## config.mk

```make
export PLATFORM = sky130hd
export DESIGN_NAME = key_press_duration_classifier
export DESIGN_NICKNAME = d
export VERILOG_FILES = /design/src/hw/rtl/kpdc_pkg.sv /design/src/hw/rtl/kpdc_lane.sv /design/src/hw/rtl/kpdc_merge.sv /design/src/hw/rtl/key_press_duration_classifier.sv
export SDC_FILE = /design/constraint.sdc
export NUM_CORES = 1
export LEC_CHECK = 0
export BUFFER_PORTS_ARGS = -buffer_cell sky130_fd_sc_hd__clkbuf_2
export CAP_MARGIN = 40
export CORE_UTILIZATION = 65
export DETAILED_ROUTE_END_ITERATION = 8
export PLACE_DENSITY = 0.86
export SYNTH_ARGS = -nofsm -noshare
export SYNTH_HDL_FRONTEND = slang
export SYNTH_SLANG_ARGS = --single-unit
```

## constraint.sdc

```tcl
create_clock -name i_clk -period 5.1 [get_ports i_clk]
set_input_delay 0.765 -clock i_clk [delete_from_list [all_inputs] [get_ports i_clk]]
set_output_delay 0.765 -clock i_clk [all_outputs]
set_load 0.03 [all_outputs]
```

## src/hw/rtl/kpdc_pkg.sv

```systemverilog
package kpdc_pkg;

    localparam int PIN_W      = 6;
    localparam int KEY_IDX_W  = 3;
    localparam int TIMER_W    = 16;
    localparam int OUT_KEYS   = 6;
    localparam int TYPES_W    = 2 * OUT_KEYS;
    localparam int CFG_IDX_W  = 1;
    localparam int CFG_DATA_W = 16;

    localparam logic [TIMER_W-1:0] TIMER_MAX = '1;
    localparam logic [TIMER_W-1:0] SHORT_RST = 16'd5;
    localparam logic [TIMER_W-1:0] LONG_RST  = 16'd100;

    typedef enum logic [CFG_IDX_W-1:0] {
        CFG_SHORT_TICKS = 1'b0,
        CFG_LONG_TICKS  = 1'b1
    } t_cfg_idx;

    typedef enum logic [1:0] {
        PH_IDLE     = 2'd0,
        PH_PRESSED  = 2'd1,
        PH_RELEASED = 2'd2
    } t_phase;

    typedef enum logic [1:0] {
        TY_NONE  = 2'd0,
        TY_SHORT = 2'd1,
        TY_LONG  = 2'd2,
        TY_HELD  = 2'd3
    } t_type;

    typedef struct packed {
        logic scan;
        logic clear;
        logic high;
    } t_lane_ctl;

    typedef struct packed {
        logic [TIMER_W-1:0] short_ticks;
        logic [TIMER_W-1:0] long_ticks;
    } t_thresh;

endpackage

```

## src/hw/rtl/kpdc_lane.sv

```systemverilog
module kpdc_lane (
    input  logic                i_clk,
    input  logic                i_rst_n,
    input  kpdc_pkg::t_thresh   i_thresh,
    input  kpdc_pkg::t_lane_ctl i_ctl,
    output kpdc_pkg::t_type     o_type
);
    import kpdc_pkg::*;

    t_phase             r_phase, n_phase;
    logic [TIMER_W-1:0] r_timer, n_timer;
    t_type              r_type,  n_type;
    t_phase             w_ph;

    always_ff @(posedge i_clk) begin
        if (!i_rst_n) begin
            r_phase <= PH_IDLE;
            r_timer <= '0;
            r_type  <= TY_NONE;
        end else begin
            r_phase <= n_phase;
            r_timer <= n_timer;
            r_type  <= n_type;
        end
    end

    always_comb begin
        n_phase = r_phase;
        n_timer = r_timer;
        n_type  = r_type;
        w_ph    = r_phase;
        if (i_ctl.clear) begin
            n_phase = PH_IDLE;
            n_timer = '0;
            n_type  = TY_NONE;
        end else if (i_ctl.scan) begin
            if (r_phase == PH_IDLE) begin
                if (!i_ctl.high) begin
                    n_phase = PH_PRESSED;
                    n_timer = '0;
                end
            end else begin
                if (i_ctl.high) begin
                    w_ph = (r_phase == PH_PRESSED) ? PH_RELEASED : PH_IDLE;
                end
                n_phase = w_ph;
                case (w_ph)
                    PH_PRESSED: begin
                        if (r_timer != TIMER_MAX) begin
                            n_timer = r_timer + 1'b1;
                        end
                        if (n_timer >= i_thresh.long_ticks) begin
                            n_type = TY_HELD;
                        end
                    end
                    PH_RELEASED: begin
                        if (r_timer >= i_thresh.long_ticks) begin
                            n_type = TY_LONG;
                        end else if (r_timer >= i_thresh.short_ticks) begin
                            n_type = TY_SHORT;
                        end
                    end
                    default: ;
                endcase
            end
        end
    end

    assign o_type = r_type;

endmodule

```

## src/hw/rtl/kpdc_merge.sv

```systemverilog
module kpdc_merge #(
    parameter int NUM_KEYS = 6
) (
    input  logic                           i_clk,
    input  logic                           i_rst_n,
    input  kpdc_pkg::t_type [NUM_KEYS-1:0] i_types,
    input  logic                           i_push,
    output logic                           o_full,
    output logic                           o_valid,
    input  logic                           i_stall,
    output logic [kpdc_pkg::TYPES_W-1:0]   o_key_types
);
    import kpdc_pkg::*;

    logic [TYPES_W-1:0] w_packed;
    logic               r_out_valid, n_out_valid;
    logic               r_skid_valid, n_skid_valid;
    logic [TYPES_W-1:0] r_out, n_out;
    logic [TYPES_W-1:0] r_skid, n_skid;
    logic               w_take;

    for (genvar k = 0; k < OUT_KEYS; k++) begin : g_pack
        if (k < NUM_KEYS) begin : g_key
            assign w_packed[2*k +: 2] = i_types[k];
        end else begin : g_none
            assign w_packed[2*k +: 2] = TY_NONE;
        end
    end

    // Types are sampled in the cycle after the transaction, once lanes hold the update.
    logic r_push;

    always_ff @(posedge i_clk) begin
        if (!i_rst_n) begin
            r_push       <= 1'b0;
            r_out_valid  <= 1'b0;
            r_skid_valid <= 1'b0;
        end else begin
            r_push       <= i_push;
            r_out_valid  <= n_out_valid;
            r_skid_valid <= n_skid_valid;
        end
        r_out  <= n_out;
        r_skid <= n_skid;
    end

    assign w_take = r_out_valid && !i_stall;

    always_comb begin
        n_out_valid  = r_out_valid;
        n_skid_valid = r_skid_valid;
        n_out        = r_out;
        n_skid       = r_skid;
        if (w_take || !r_out_valid) begin
            if (r_skid_valid) begin
                n_out        = r_skid;
                n_out_valid  = 1'b1;
                n_skid_valid = r_push;
                n_skid       = w_packed;
            end else begin
                n_out_valid = r_push;
                n_out       = w_packed;
            end
        end else if (r_push) begin
            n_skid_valid = 1'b1;
            n_skid       = w_packed;
        end
    end

    // One result in flight between lanes and buffer: stop intake while it could not land.
    assign o_full      = r_skid_valid || (r_push && r_out_valid && i_stall);
    assign o_valid     = r_out_valid;
    assign o_key_types = r_out;

endmodule

```

## src/hw/rtl/key_press_duration_classifier.sv

```systemverilog
// Key press duration classifier: NUM_KEYS active-low buttons, one small phase machine per
// key (idle, pressed, released), each in its own lane, all lanes updated together in the
// cycle a transaction is taken. A scan transaction (func 0) steps every key with its pin
// level; a clear transaction (func 1) resets the key named by key_index. Each transaction
// returns all six 2-bit types (0 none, 1 short, 2 long released, 3 long held) through the
// lanes and the two-entry output buffer. One transaction per cycle is sustained; intake
// stalls only when a result might not fit. Keys above six read as released, not reported.
module key_press_duration_classifier #(
    parameter int NUM_KEYS = 6
) (
    input  logic                              i_clk,
    input  logic                              i_rst_n,
    input  logic                              i_cfg_we,
    input  logic [kpdc_pkg::CFG_IDX_W-1:0]    i_cfg_index,
    input  logic [kpdc_pkg::CFG_DATA_W-1:0]   i_cfg_data,
    input  logic                              i_in_valid,
    output logic                              o_in_stall,
    input  logic                              i_func,
    input  logic [kpdc_pkg::PIN_W-1:0]        i_pin_levels,
    input  logic [kpdc_pkg::KEY_IDX_W-1:0]    i_key_index,
    output logic                              o_out_valid,
    input  logic                              i_out_stall,
    output logic [kpdc_pkg::TYPES_W-1:0]      o_key_types
);
    import kpdc_pkg::*;

    t_thresh                r_thresh;
    logic                   w_accept;
    logic                   w_full;
    t_type [NUM_KEYS-1:0]   w_types;

    always_ff @(posedge i_clk) begin
        if (!i_rst_n) begin
            r_thresh.short_ticks <= SHORT_RST;
            r_thresh.long_ticks  <= LONG_RST;
        end else if (i_cfg_we) begin
            case (t_cfg_idx'(i_cfg_index))
                CFG_SHORT_TICKS: r_thresh.short_ticks <= i_cfg_data;
                CFG_LONG_TICKS:  r_thresh.long_ticks  <= i_cfg_data;
                default: ;
            endcase
        end
    end

    assign o_in_stall = w_full;
    assign w_accept   = i_in_valid && !w_full;

    for (genvar k = 0; k < NUM_KEYS; k++) begin : g_lane
        t_lane_ctl w_ctl;

        assign w_ctl.scan  = w_accept && !i_func;
        assign w_ctl.clear = w_accept && i_func && (32'(i_key_index) == k);
        if (k < PIN_W) begin : g_pin
            assign w_ctl.high = i_pin_levels[k];
        end else begin : g_nopin
            assign w_ctl.high = 1'b1;
        end

        kpdc_lane u_lane (
            .i_clk    (i_clk),
            .i_rst_n  (i_rst_n),
            .i_thresh (r_thresh),
            .i_ctl    (w_ctl),
            .o_type   (w_types[k])
        );
    end

    kpdc_merge #(
        .NUM_KEYS (NUM_KEYS)
    ) u_merge (
        .i_clk       (i_clk),
        .i_rst_n     (i_rst_n),
        .i_types     (w_types),
        .i_push      (w_accept),
        .o_full      (w_full),
        .o_valid     (o_out_valid),
        .i_stall     (i_out_stall),
        .o_key_types (o_key_types)
    );

endmodule
```

Word-level counts from Yosys, hierarchy flattened
Cells that the tools add are included.
{"block": "totals", "elab_cells": 292, "regBits": 179, "inputBits": 32, "output_inout_bits": 14}
{"block": "classes", "n_bitwise": 8, "n_lt_le_gt_ge": 18, "muxes": 122, "reduce_logical": 65, "n_eq_ne": 48, "add_sub_neg": 6}
{"cell": "$mux W16", "n": 48}
{"cell": "$ge A16 B16 Y1", "n": 18}
{"cell": "$mux W2", "n": 60}
{"cell": "$add A16 B1 Y16 const B", "n": 6}
{"cell": "$ne A16 B16 Y1 const B", "n": 6}
{"cell": "$mux W12", "n": 4}
{"cell": "$reduce_and A5 Y1", "n": 6}
{"cell": "$reduce_bool A2 Y1", "n": 13}
{"cell": "$eq A2 B1 Y1 const B", "n": 12}
{"cell": "$pmux W2 S2", "n": 6}
{"cell": "$ne A3 B1 Y1 const B", "n": 6}
{"cell": "$reduce_and A2 Y1", "n": 9}
{"cell": "$reduce_and A3 Y1", "n": 6}
{"cell": "$ne A2 B1 Y1 const B", "n": 7}
{"cell": "$eq A2 B2 Y1 const B", "n": 6}
{"cell": "$logic_and A1 B1 Y1", "n": 12}
{"cell": "$logic_not A2 Y1", "n": 6}
{"cell": "$ne A2 B2 Y1 const B", "n": 6}
{"cell": "$reduce_or A2 Y1", "n": 6}
{"cell": "$not A1 Y1", "n": 8}
{"cell": "$eq A3 B2 Y1 const B", "n": 2}
{"cell": "$eq A3 B3 Y1 const B", "n": 2}
{"cell": "$logic_not A1 Y1", "n": 4}
{"cell": "$mux W1", "n": 4}
{"cell": "other kinds (3)", "n": 4}

Depth between registers and ports, before layout
Gate-level depths: netlist of the first run.
{"block": "logic_depth", "word_depth": 16, "ltp_mapped": 16, "ltp_nobuf": 16}

Hierarchy
From an unflattened synthesis of the first run, not the netlist that was laid out.
{"block": "hier_totals", "cells_unflattened": 1995, "hier_area_um2": 16927.5}
{"module": "kpdc_lane", "cells_each": 300, "seq_area_each_um2": 400.4, "instances": 6, "area_each_um2": 2428.6}
{"module": "key_press_duration_classifier", "cells_each": 143, "seq_area_each_um2": 640.6, "instances": 1, "area_each_um2": 1326.3}
{"module": "kpdc_merge", "cells_each": 52, "seq_area_each_um2": 780.7, "instances": 1, "area_each_um2": 1029.7}

Least setup slack after synthesis of the first run
No wires, ideal clock.
{"block": "synth_path", "path_kind": "reg-to-reg", "from": "register g_lane[0].u_lane.r_timer[5]", "to": "register g_lane[0].u_lane.r_type[0]", "setup_slack_ns": 1.597, "setup_ns": 0.095, "path_stages_with_launch": 17, "arrival_ns": 3.407, "required_ns": 5.005, "period_less_slack_ns": 3.503, "n_path_buf": 1, "cell_sequence": "dfxtp_1 nand3_2 nor4_4 nand4_1 nor2b_1 clkbuf_1 nand3_1 nor2_1 xor2_1 ha_1 and4_1 nand2_1 o211ai_1 a31oi_1 o31a_1 a211o_1 a221oi_1"}
{"block": "synth_via", "elab_chain_cells": 9, "word_cells_on_any_way": 15, "classes_between": "add/sub (1); order compare (3); eq/ne (3); mux (7); reduce/logical (1)"}
{"item": "start: declaration", "line": "kpdc_lane.sv:11", "rtl": "logic [TIMER_W-1:0] r_timer, n_timer;"}
{"item": "start signal: assignment", "line": "kpdc_lane.sv:22", "rtl": "r_timer <= n_timer;"}
{"item": "$add A16 B1 Y16 or $ne A16 B16 Y1 (tied branches)", "line": "kpdc_lane.sv:50, kpdc_lane.sv:49"}
{"item": "$mux W16", "line": "kpdc_lane.sv:49", "rtl": "if (r_timer != TIMER_MAX) begin"}
{"item": "$mux W16", "line": "kpdc_lane.sv:47", "rtl": "case (w_ph)"}
{"item": "$mux W16", "line": "kpdc_lane.sv:37", "rtl": "if (r_phase == PH_IDLE) begin"}
{"item": "$mux W16", "line": "kpdc_lane.sv:36", "rtl": "end else if (i_ctl.scan) begin"}
{"item": "$mux W16", "line": "kpdc_lane.sv:32", "rtl": "if (i_ctl.clear) begin"}
{"item": "$ge A16 B16 Y1", "line": "kpdc_lane.sv:52", "rtl": "if (n_timer >= i_thresh.long_ticks) begin"}
{"item": "$ne A2 B1 Y1 (no source line)"}
{"item": "$reduce_and A5 Y1 (no source line)"}
{"item": "end signal: assignment", "line": "kpdc_lane.sv:23", "rtl": "r_type <= n_type;"}
{"item": "end: declaration", "line": "kpdc_lane.sv:12", "rtl": "t_type r_type, n_type;"}
Parallel ways exist; a longest one is shown, timed or not. The select of a mux whose other input is x is not followed.
A chain may end at the register's enable or synchronous reset.

Worst setup path after layout of the first run
{"block": "layout_path", "from": "register g_lane[0].u_lane.r_timer[5]", "to": "register g_lane[0].u_lane.r_type[1]"}
Same word-level chain as after synthesis.

==> results of run 1 <==
[cell families (layout without fill, tap and decap cells)]
family,after synthesis,after routing
and+or+nand+nor,620,620
AOI/OAI and AO/OA,536,536
adders and majority gates,294,294
DFF,179,179
buffers and inverters,114,153
xor gates and xnor gates,58,58
muxes,37,37
[cells in the final DEF (no fill, tap or decap), types with 6 or more instances in the layout]
cell                        instances
sky130_fd_sc_hd__nor3b_1            6
sky130_fd_sc_hd__a221oi_1           8
sky130_fd_sc_hd__a21boi_0          28
sky130_fd_sc_hd__o31ai_1           16
sky130_fd_sc_hd__o21ai_0          103
sky130_fd_sc_hd__nor3_1            36
sky130_fd_sc_hd__a31oi_1           15
sky130_fd_sc_hd__buf_4              9
sky130_fd_sc_hd__nand3_1           53
sky130_fd_sc_hd__and3_1            26
sky130_fd_sc_hd__or3_1              7
sky130_fd_sc_hd__mux2i_1            9
sky130_fd_sc_hd__a32o_1             7
sky130_fd_sc_hd__a2111oi_0          6
sky130_fd_sc_hd__and2_1             7
sky130_fd_sc_hd__o211ai_1          19
sky130_fd_sc_hd__xor2_1            21
sky130_fd_sc_hd__nand2_1          153
sky130_fd_sc_hd__and4_1            15
sky130_fd_sc_hd__nor2_1           180
sky130_fd_sc_hd__nand2b_1          35
sky130_fd_sc_hd__clkbuf_16         17
sky130_fd_sc_hd__a211oi_1          19
sky130_fd_sc_hd__clkbuf_2          45
sky130_fd_sc_hd__a22oi_1           35
sky130_fd_sc_hd__nor2b_1           31
sky130_fd_sc_hd__a22o_1            14
sky130_fd_sc_hd__nand4_1           44
sky130_fd_sc_hd__a211o_1            9
sky130_fd_sc_hd__inv_1             59
sky130_fd_sc_hd__edfxtp_1          24
sky130_fd_sc_hd__xnor2_1           37
sky130_fd_sc_hd__ha_1             294
sky130_fd_sc_hd__a21o_1            62
sky130_fd_sc_hd__o21a_1            26
sky130_fd_sc_hd__mux2_2            25
sky130_fd_sc_hd__a21oi_1          121
sky130_fd_sc_hd__dfxtp_1          155
[through the flow]
step	utilization, %	setup WS [ns]
floorplan	-	1.597
global placement	68.28	1.373
detailed placement	68.74	1.263
CTS	71.32	1.154
global route	71.67	0.7623
finish	71.67	1.083
[routing by layer]
layer | track usage (%) | share of wire [%] | vias to the layer above
li1 | - | - | 6962
met1 | 45.67 | 39 | 6966
met2 | 61.63 | 44 | 871
met3 | 8.834 | 10 | 259
met4 | 27.50 | 6.8 | 0
met5 | 0 | 0 | -
[sequential cells by signal, summed over array words and instances, names as in the netlist]
| name | cells |
|---|---|
| g_lane.u_lane.o_type | 12 |
| g_lane.u_lane.r_phase | 12 |
| g_lane.u_lane.r_timer | 96 |
| r_thresh | 32 |
| u_merge.o_key_types | 12 |
| u_merge.o_valid | 1 |
| u_merge.r_push | 1 |
| u_merge.r_skid | 12 |
| u_merge.r_skid_valid | 1 |
[worst paths after layout]
path / startpoint / end / depth (start not counted)
worst max-delay path: g_lane[0].u_lane.r_timer[5] / g_lane[0].u_lane.o_type[1] / 15
worst max register to register: g_lane[0].u_lane.r_timer[5] / g_lane[0].u_lane.o_type[1] / 15
worst min register to register: g_lane[0].u_lane.o_type[1] / u_merge.r_skid[1] / 0
worst min-delay path: g_lane[0].u_lane.o_type[1] / u_merge.r_skid[1] / 0
[critical path: stages (launching register included)]
cell,delay [ns]
sky130_fd_sc_hd__dfxtp_1,0.53
sky130_fd_sc_hd__nand3_2,0.18
sky130_fd_sc_hd__nor4_4,0.42
sky130_fd_sc_hd__nand4_1,0.30
sky130_fd_sc_hd__nor2b_1,0.31
sky130_fd_sc_hd__nand3_1,0.25
sky130_fd_sc_hd__nor2_1,0.12
sky130_fd_sc_hd__xor2_1,0.16
sky130_fd_sc_hd__ha_1,0.29
sky130_fd_sc_hd__and4_1,0.22
sky130_fd_sc_hd__nand2_1,0.06
sky130_fd_sc_hd__o211ai_1,0.17
sky130_fd_sc_hd__a31oi_1,0.11
sky130_fd_sc_hd__o31a_1,0.29
sky130_fd_sc_hd__a211o_1,0.24
sky130_fd_sc_hd__a221oi_1,0.27
[final cells by class]
cell class                 count  area, sq um  share of cell area (%)
clock buffer                  17        425.4                   2.536
clock inverter                15        178.9                   1.067
inverter                      59        221.5                   1.320
multi-input combinational   1545        11260                   67.11
sequential                   179         3824                   22.80
tap                          319        399.1                   2.380
timing repair buffer          62        467.9                   2.790
[power breakdown]
part | internal (mW) | total [mW] | switching, mW
logic | 0.153 | 0.456 | 0.302
registers | 1.45 | 1.48 | 0.0287
clock network | 0.669 | 1.37 | 0.706
==> results by stage, run 1 <==
Power:
- The overall power after layout is 3.309 mW.
- The maximum ir drop on the vdd rail is 0.0001697 V.
- The power density over the cells is 197.3 nW/um^2.
- The static power due to leakage is 7.576 nW.

Clock network:
- CTS placed an instance of sky130_fd_sc_hd__clkbuf_16 at the clock tree root.
- No sink is reached through more buffers than the 2 on the longest clock path.
- The post-CTS repair timing setup buffer count is 0.
- For this design, the CTS-stage hold fixing added 0 buffers.
- The clock slew seen by the registers of the worst setup and hold paths is 0.08 ns.
- The number of sinks on the clock net is 179.
- TritonCTS built the clock tree.
- In this run, post-CTS repair resized a total of 0 instances.
- The later pin in the worst-skew pair is clocked with a latency of 0.47 ns.
- Buffers inserted during clock tree synthesis total 17.
- The H-tree depth reported by CTS is 4.

Critical path:
- STA classifies the critical path endpoint as a register.
- The data arrival time at the worst-slack endpoint is 4.38 ns.
- The highest net fanout along the worst path is 8.
- The category of the most critical setup path is register to register.
- For flop-to-flop paths, the worst setup slack is 1.08 ns.
- For the worst setup path, the data required time is 5.46 ns.
- The launching element type of the critical path is a register.

Drt:
- After detailed routing, the number of vias per cell comes to 6.857.
- The final antenna-violating net count is 0.
- The count of unresolved DRC violations after routing is 0.
- The vias after detailed routing is 15060.
- For this run, the detailed router's first-pass iteration total came to 6.
- After the first detailed-routing iteration, the DRC count stood at 1498.
- The routed length per placed instance is 21.32 um.
- The routed wire length is 46830 um.

Cells and area:
- Counting the fill cells in the layout gives 1809.
- The antenna diode instance count is 0.
- Once layout is done, the placed cells without fillers occupy 16770 sq um.
- The number of nets in the layout is 2190.
- The synthesis-to-layout area growth is 8.148%.
- The share of post-route cells with drive strength above 1 is 7.672%.
- The finished layout holds 2196 standard cells, fillers aside.

Die:
- The die is 156.5 um tall.
- The die footprint is 24480 sq um.
- Once the floorplan was initialized, standard cells occupied 66.27% of the core.
- The area of the placeable core is 23400 sq um.
- The number of rows created at floorplan is 56.
- For this design the top-level I/O count stands at 46.
- The die is 156.5 um wide.

Synth:
- The multiplexer share of the synthesized area is 2.614%.
- The largest family of logic cells by synthesized area is adder cells.
- After synthesis, flip-flops and latches occupy 24.65% of the total area.
- The yosys synthesis warning count is 0.
- For this run, the leading register cell type out of synthesis is sky130_fd_sc_hd__dfxtp_1.
- The synthesized netlist devotes 19.89% of its cell area to simple gates.
- The largest area contributor in the netlist is sky130_fd_sc_hd__ha_1.
- The synthesized design devotes to its leading area cell type 23.72% of total area.
- The xor-xnor portion of the synthesized cell area is 3.275%.
- The adder and majority cell fraction of the synthesized area is 23.72%.
- Ranked by total cell area, the synthesized netlist is headed by sky130_fd_sc_hd__ha_1, sky130_fd_sc_hd__dfxtp_1, sky130_fd_sc_hd__edfxtp_1.
- The most used standard cell by instance count after synthesis is sky130_fd_sc_hd__ha_1.
- After synthesis the cells add up to 15510 sq um.
- Counting flops and latches in the post-synthesis netlist gives 179.
- The commonest cells after synthesis are sky130_fd_sc_hd__ha_1, sky130_fd_sc_hd__nor2_1, sky130_fd_sc_hd__dfxtp_1.
- A synthesized cell averages 8.438 sq um.
- The synthesized netlist net count is 2164.
- In the synthesized netlist, the number of instances is 1838.
- The share of async-settable or async-resettable flops after synthesis is 0%.
- Summing the areas of all compound-gate instances in the mapped netlist gives 23.04% of the synthesized area.
- The number of different library cells used by synthesis comes to 79.
- The count of flip-flops with a built-in enable after synthesis is 24.

STA:
- Setup repair after global routing left no endpoint under its margin.
- The slew at the pin with the worst max-slew slack is 0.9898 ns.
- The setup total negative slack is 0 ns.
- The number of max-slew violations in the final report is 0.
- Setup violations remaining at the end of the flow were counted as 0.
- Clock skew on the completed layout was measured at 0.02303 ns.
- Derived from the worst setup path, the maximum achievable clock frequency is 0.2489 GHz.
- The worst hold slack across all endpoints is 0.4375 ns.
- Measured against its own limit, the worst slew margin works out to 33.51%.
- The final critical path time including I/O delays and setup is 4.017 ns.
- The ratio of final minimum period to clock period is 78.77%.
- The hold violation count in the final report is 0.

GRT:
- The first global-routing pass estimated 72620 um of wire.
- The number of global-route vias before repair is 14280.
- After global routing the overflow that remains totals 0.
- The largest net degree at the start of global routing is 45.
- Global routing used 38.56% of the available tracks across all layers.
- The initial antenna violation count is 0.

Job:
- Max-cap violations in this run came to 0.

Worst hold path:
- The path class of the tightest hold or removal check is register to register.

Place:
- Once detailed placement completed, the half-perimeter wirelength came to 32750 um.
- Input and output buffers added on the ports amount to 45.
- The final RePlAce weighted congestion is 1.010.
- The total instance count after detailed placement is 2161.
- Summing all placed instances gives a cell area of 16090 sq um.

Outcome:
- The flow ran to the end, and the final reports show no timing, DRC or antenna violations.
No activity file was read; power rests on OpenSTA's default activity.
==> run 2, diff against run 1 <==
CORE_UTILIZATION = 58   (was 65)
PLACE_DENSITY = 0.81   (was 0.86)
clock period = 3.4 ns   (was 5.1 ns; I/O delays follow)
==> run 2 against run 1 <==
Effect of this change: final area is 7.5% higher; sequential power is 49% higher; the flow now finishes with violations (DRC); utilization is 2.7 points lower; maximum frequency is 22% higher; non-clock buffer count is 148 higher; setup slack worse by 0.99 ns; first-iteration DRC count is 17% higher; cell count is 7.5% higher; critical endpoint is now g_lane[1].u_lane.o_type[1]; sequential share of layout area is 1.4 points lower.
==> results by stage, run 2 (synthesis gave the netlist of run 1 again) <==
Cells and area:
- The top cell types in the final layout, fill and taps aside, are sky130_fd_sc_hd__ha_1, sky130_fd_sc_hd__nor2_1, sky130_fd_sc_hd__buf_4, sky130_fd_sc_hd__nand2_1, sky130_fd_sc_hd__dfxtp_1.
- The number of standard cells in the layout, taps in and fillers out came to 2361 (+7.5%).
- The flip-flop count of the largest register after layout was 96 (unchanged).
- The largest registers in the layout are g_lane.u_lane.r_timer x96, r_thresh x32.
- The number of nets in the layout came to 2338 (+6.8%).
- The share of post-route cells with drive strength above 1 came to 16.64% (+9.0 points).
- The post-route core utilization is 68.97% (-2.7 points).
- The synthesis-to-layout area growth is 16.21%.
- The library cell used most frequently in the layout, excluding fill and tap cells, is sky130_fd_sc_hd__ha_1.
- The register bank with the most flops is g_lane.u_lane.r_timer.
- The final design instance area without fill is 18020 sq um (+7.5%).

Drt:
- The routed wire length came to 49610 um (+5.9%).
- The number of detailed-route iterations in the first pass is 8 (+2).
- The wire length on met3 is 4584 um (-4.3%).
- The length of routed wiring on met1 is 19400 um (+7.5%).
- The initial DRC count is 1746 (+17%).
- The count of unresolved DRC violations after routing is 8 (+8).
- The final antenna-violating net count is 0 (unchanged).
- The vias after detailed routing is 15620 (+3.8%).
- The routed length per placed instance is 21.01 um (-1.5%).
- The uppermost layer routed is met4.
- The wire length on met2 is 22340 um (+7.5%).
- The via density per instance is 6.617 (-3.5%).

Die:
- The effective utilization at floorplan was 59.35% (-6.9 points).
- The die span in x is 165.5 um (+5.8%).
- The die footprint is 27400 sq um (+12%).
- The die height was 165.5 um (+5.8%).
- The number of rows created at floorplan is 59 (+5.4%).
- The area of the placeable core is 26130 sq um (+12%).
- The number of top-level pins is 46 (unchanged).

STA:
- The tightest slew margin relative to the limit was 40.38% (+6.9 points).
- The setup total negative slack is 0 ns (unchanged).
- The ratio of final minimum period to clock period is 97.20% (+18 points).
- The number of endpoints failing setup at the final stage is 0 (unchanged).
- The worst hold slack across all endpoints is 0.2919 ns (-0.1456 ns).
- The worst-case clock skew was 0.01266 ns (-0.01037 ns).
- The hold violation count in the final report is 0 (unchanged).
- The number of max-slew violations in the final report came to 0 (unchanged).
- The final critical path time including I/O delays and setup was 3.305 ns (-0.7127 ns).
- Setup repair after global routing could not meet its margin everywhere.
- The fmax is 0.3026 GHz (+22%).
- The slew at the pin with the worst max-slew slack was 0.8932 ns (-0.09656 ns).
- The final worst slack is 0.09527 ns (-0.9873 ns).

Critical path:
- The highest net fanout along the worst path came to 7 (-1).
- The required arrival time at the worst endpoint is 3.73 ns (-1.73 ns).
- The worst setup path is launched from a register.
- The largest stage delay on the critical path is 0.33 ns (-0.20 ns).
- Among all stages on the critical path, the largest delay is contributed by sky130_fd_sc_hd__dfxtp_1.
- The signal on the critical path passes through and4_1, and4_1, nand4_4, buf_6, buf_4, buf_4, buf_4, buf_4, buf_4, nand3_1, o21a_1, ha_1, a21oi_2, nor2b_1, o21ai_1, o311ai_2, a221oi_2, a211oi_1.
- The critical path capture point type is a register.
- The critical path in this run is classified as register to register.
- The data arrival time at the worst-slack endpoint came to 3.63 ns (-0.75 ns).
- By instance count, the cell type seen most on the critical path is sky130_fd_sc_hd__buf_4.

Clock network:
- The clock slew seen by the registers of the worst setup and hold paths is 0.08 ns (about the same).
- The number of sinks on the clock net came to 179 (unchanged).
- The cell sitting at the root of the clock tree is a sky130_fd_sc_hd__clkbuf_16.
- The clock insertion delay at the later pin of the skew report came to 0.45 ns (-0.02 ns).
- TritonCTS built the clock tree.
- The number of buffers between clock root and the deepest sink is 2 (unchanged).
- The number of clock buffers inserted by TritonCTS is 17 (unchanged).
- The H-tree depth reported by CTS is 4 (unchanged).
- The number of hold buffers added after CTS is 0 (unchanged).

GRT:
- The first-pass GRT wire length is 76270 um (+5.0%).
- The initial antenna violation count is 0 (unchanged).
- The overall track demand over capacity in global routing is 36.21% (-2.3 points).
- The largest net degree at the start of global routing is 42 (-6.7%).
- The total congestion overflow is 0 (unchanged).
- The number of global-route vias before repair is 14630 (+2.4%).

Job:
- The number of violations of the max-capacitance limit came to 0 (unchanged).

Power:
- The net switching power figure was 1.569 mW (+51%).
- The static power due to leakage is 8.333 nW (+10%).
- The design internal power is 3.429 mW (+51%).
- The overall power after layout is 4.998 mW (+51%).
- The proportion of total power due to net switching is 31.39% (+0.069 points).
- The clock group share of total power is 41.5% (about the same).
- The maximum ir drop on the vdd rail is 0.0003223 V (+90%).
- The part of the power in registers was 44.1% (-0.6 points).
- The combinational group share of total power is 14.4% (+0.6 points).
- The power density over the cells is 277.3 nW/um^2 (+41%).

Place:
- The minimum setup slack after placement is -0.09470 ns (-1.357 ns).
- The total instance count after detailed placement is 2312 (+7.0%).
- The post-detailed-placement half-perimeter wirelength is 36470 um (+11%).
- The final RePlAce weighted congestion was 1.007 (-0.30%).
- The count of port buffers added during placement came to 45 (unchanged).
- The placed standard-cell area came to 17100 sq um (+6.3%).

Outcome:
- The checks that failed: DRC.
- The flow ran to the end, but the final reports show violations.

Worst hold path:
- The class of the tightest hold or removal check is input port to register.
[run 2: changes by cell type in the layout (fill, tap and decap cells not counted), moves of 4 or more]
| cell | previous run | this run |
|---|---|---|
| sky130_fd_sc_hd__buf_4 | 9 | 162 |
| sky130_fd_sc_hd__dfxtp_1 | 155 | 141 |
| sky130_fd_sc_hd__dfxtp_2 | 0 | 11 |
| sky130_fd_sc_hd__nor2_1 | 180 | 174 |
| sky130_fd_sc_hd__nor2_2 | 2 | 8 |
| sky130_fd_sc_hd__buf_16 | 5 | 0 |
| sky130_fd_sc_hd__a2111oi_0 | 6 | 2 |
| sky130_fd_sc_hd__a2111oi_2 | 0 | 4 |
| sky130_fd_sc_hd__a221oi_1 | 8 | 4 |
| sky130_fd_sc_hd__a221oi_2 | 0 | 4 |
[run 2: timing repair]
item	4_1_cts	5_1_grt
buffers inserted	8	8
pin swaps	2	13
gates resized for setup	6	49
endpoints found under the setup margin	4	11
[run 2: power groups by stage]
stage	clock [mW]	combinational, mW	sequential [mW]
floorplan	0	0.408	2.26
global placement	0	0.657	2.25
detailed placement	0	0.684	2.26
CTS	2.09	0.692	2.21
global route	2.16	0.779	2.21
finish	2.07	0.721	2.21
[run 2: cell type report]
class | count | area (sq um)
Antenna cell | 1 | 2.502
Clock buffer | 17 | 425.4
Clock inverter | 15 | 181.4
Fill cell | 2032 | 8109
Inverter | 59 | 221.5
Multi-Input combinational cell | 1545 | 11440
Sequential cell | 179 | 3849
Tap cell | 335 | 419.2
Timing Repair Buffer | 210 | 1488
[run 2: path summary, 6_finish.rpt]
check / slack, ns / depth (start not counted) / start / to
setup reg to reg: 0.1 / 18 / g_lane[1].u_lane.r_timer[6] / g_lane[1].u_lane.o_type[1]
hold / removal: 0.29 / 3 / i_cfg_data[0] / r_thresh[0]
setup / recovery: 0.1 / 18 / g_lane[1].u_lane.r_timer[6] / g_lane[1].u_lane.o_type[1]
hold reg to reg: 0.44 / 0 / g_lane[0].u_lane.o_type[1] / u_merge.r_skid[1]
[run 2: per-layer routing]
layer | global-route usage, % | vias up
li1 | - | 7258
met1 | 45.42 | 7288
met2 | 57.75 | 820
met3 | 6.019 | 257
met4 | 22.48 | 0
met5 | 0 | -
[run 2: critical path, delay by kind of cell (launching register included)]
kind	cells	cell delay (ns)
AOI/OAI and AO/OA	6	1.00
and+or+nand+nor	5	0.82
buffers and inverters	6	0.77
DFF	1	0.33
adders and majority gates	1	0.26
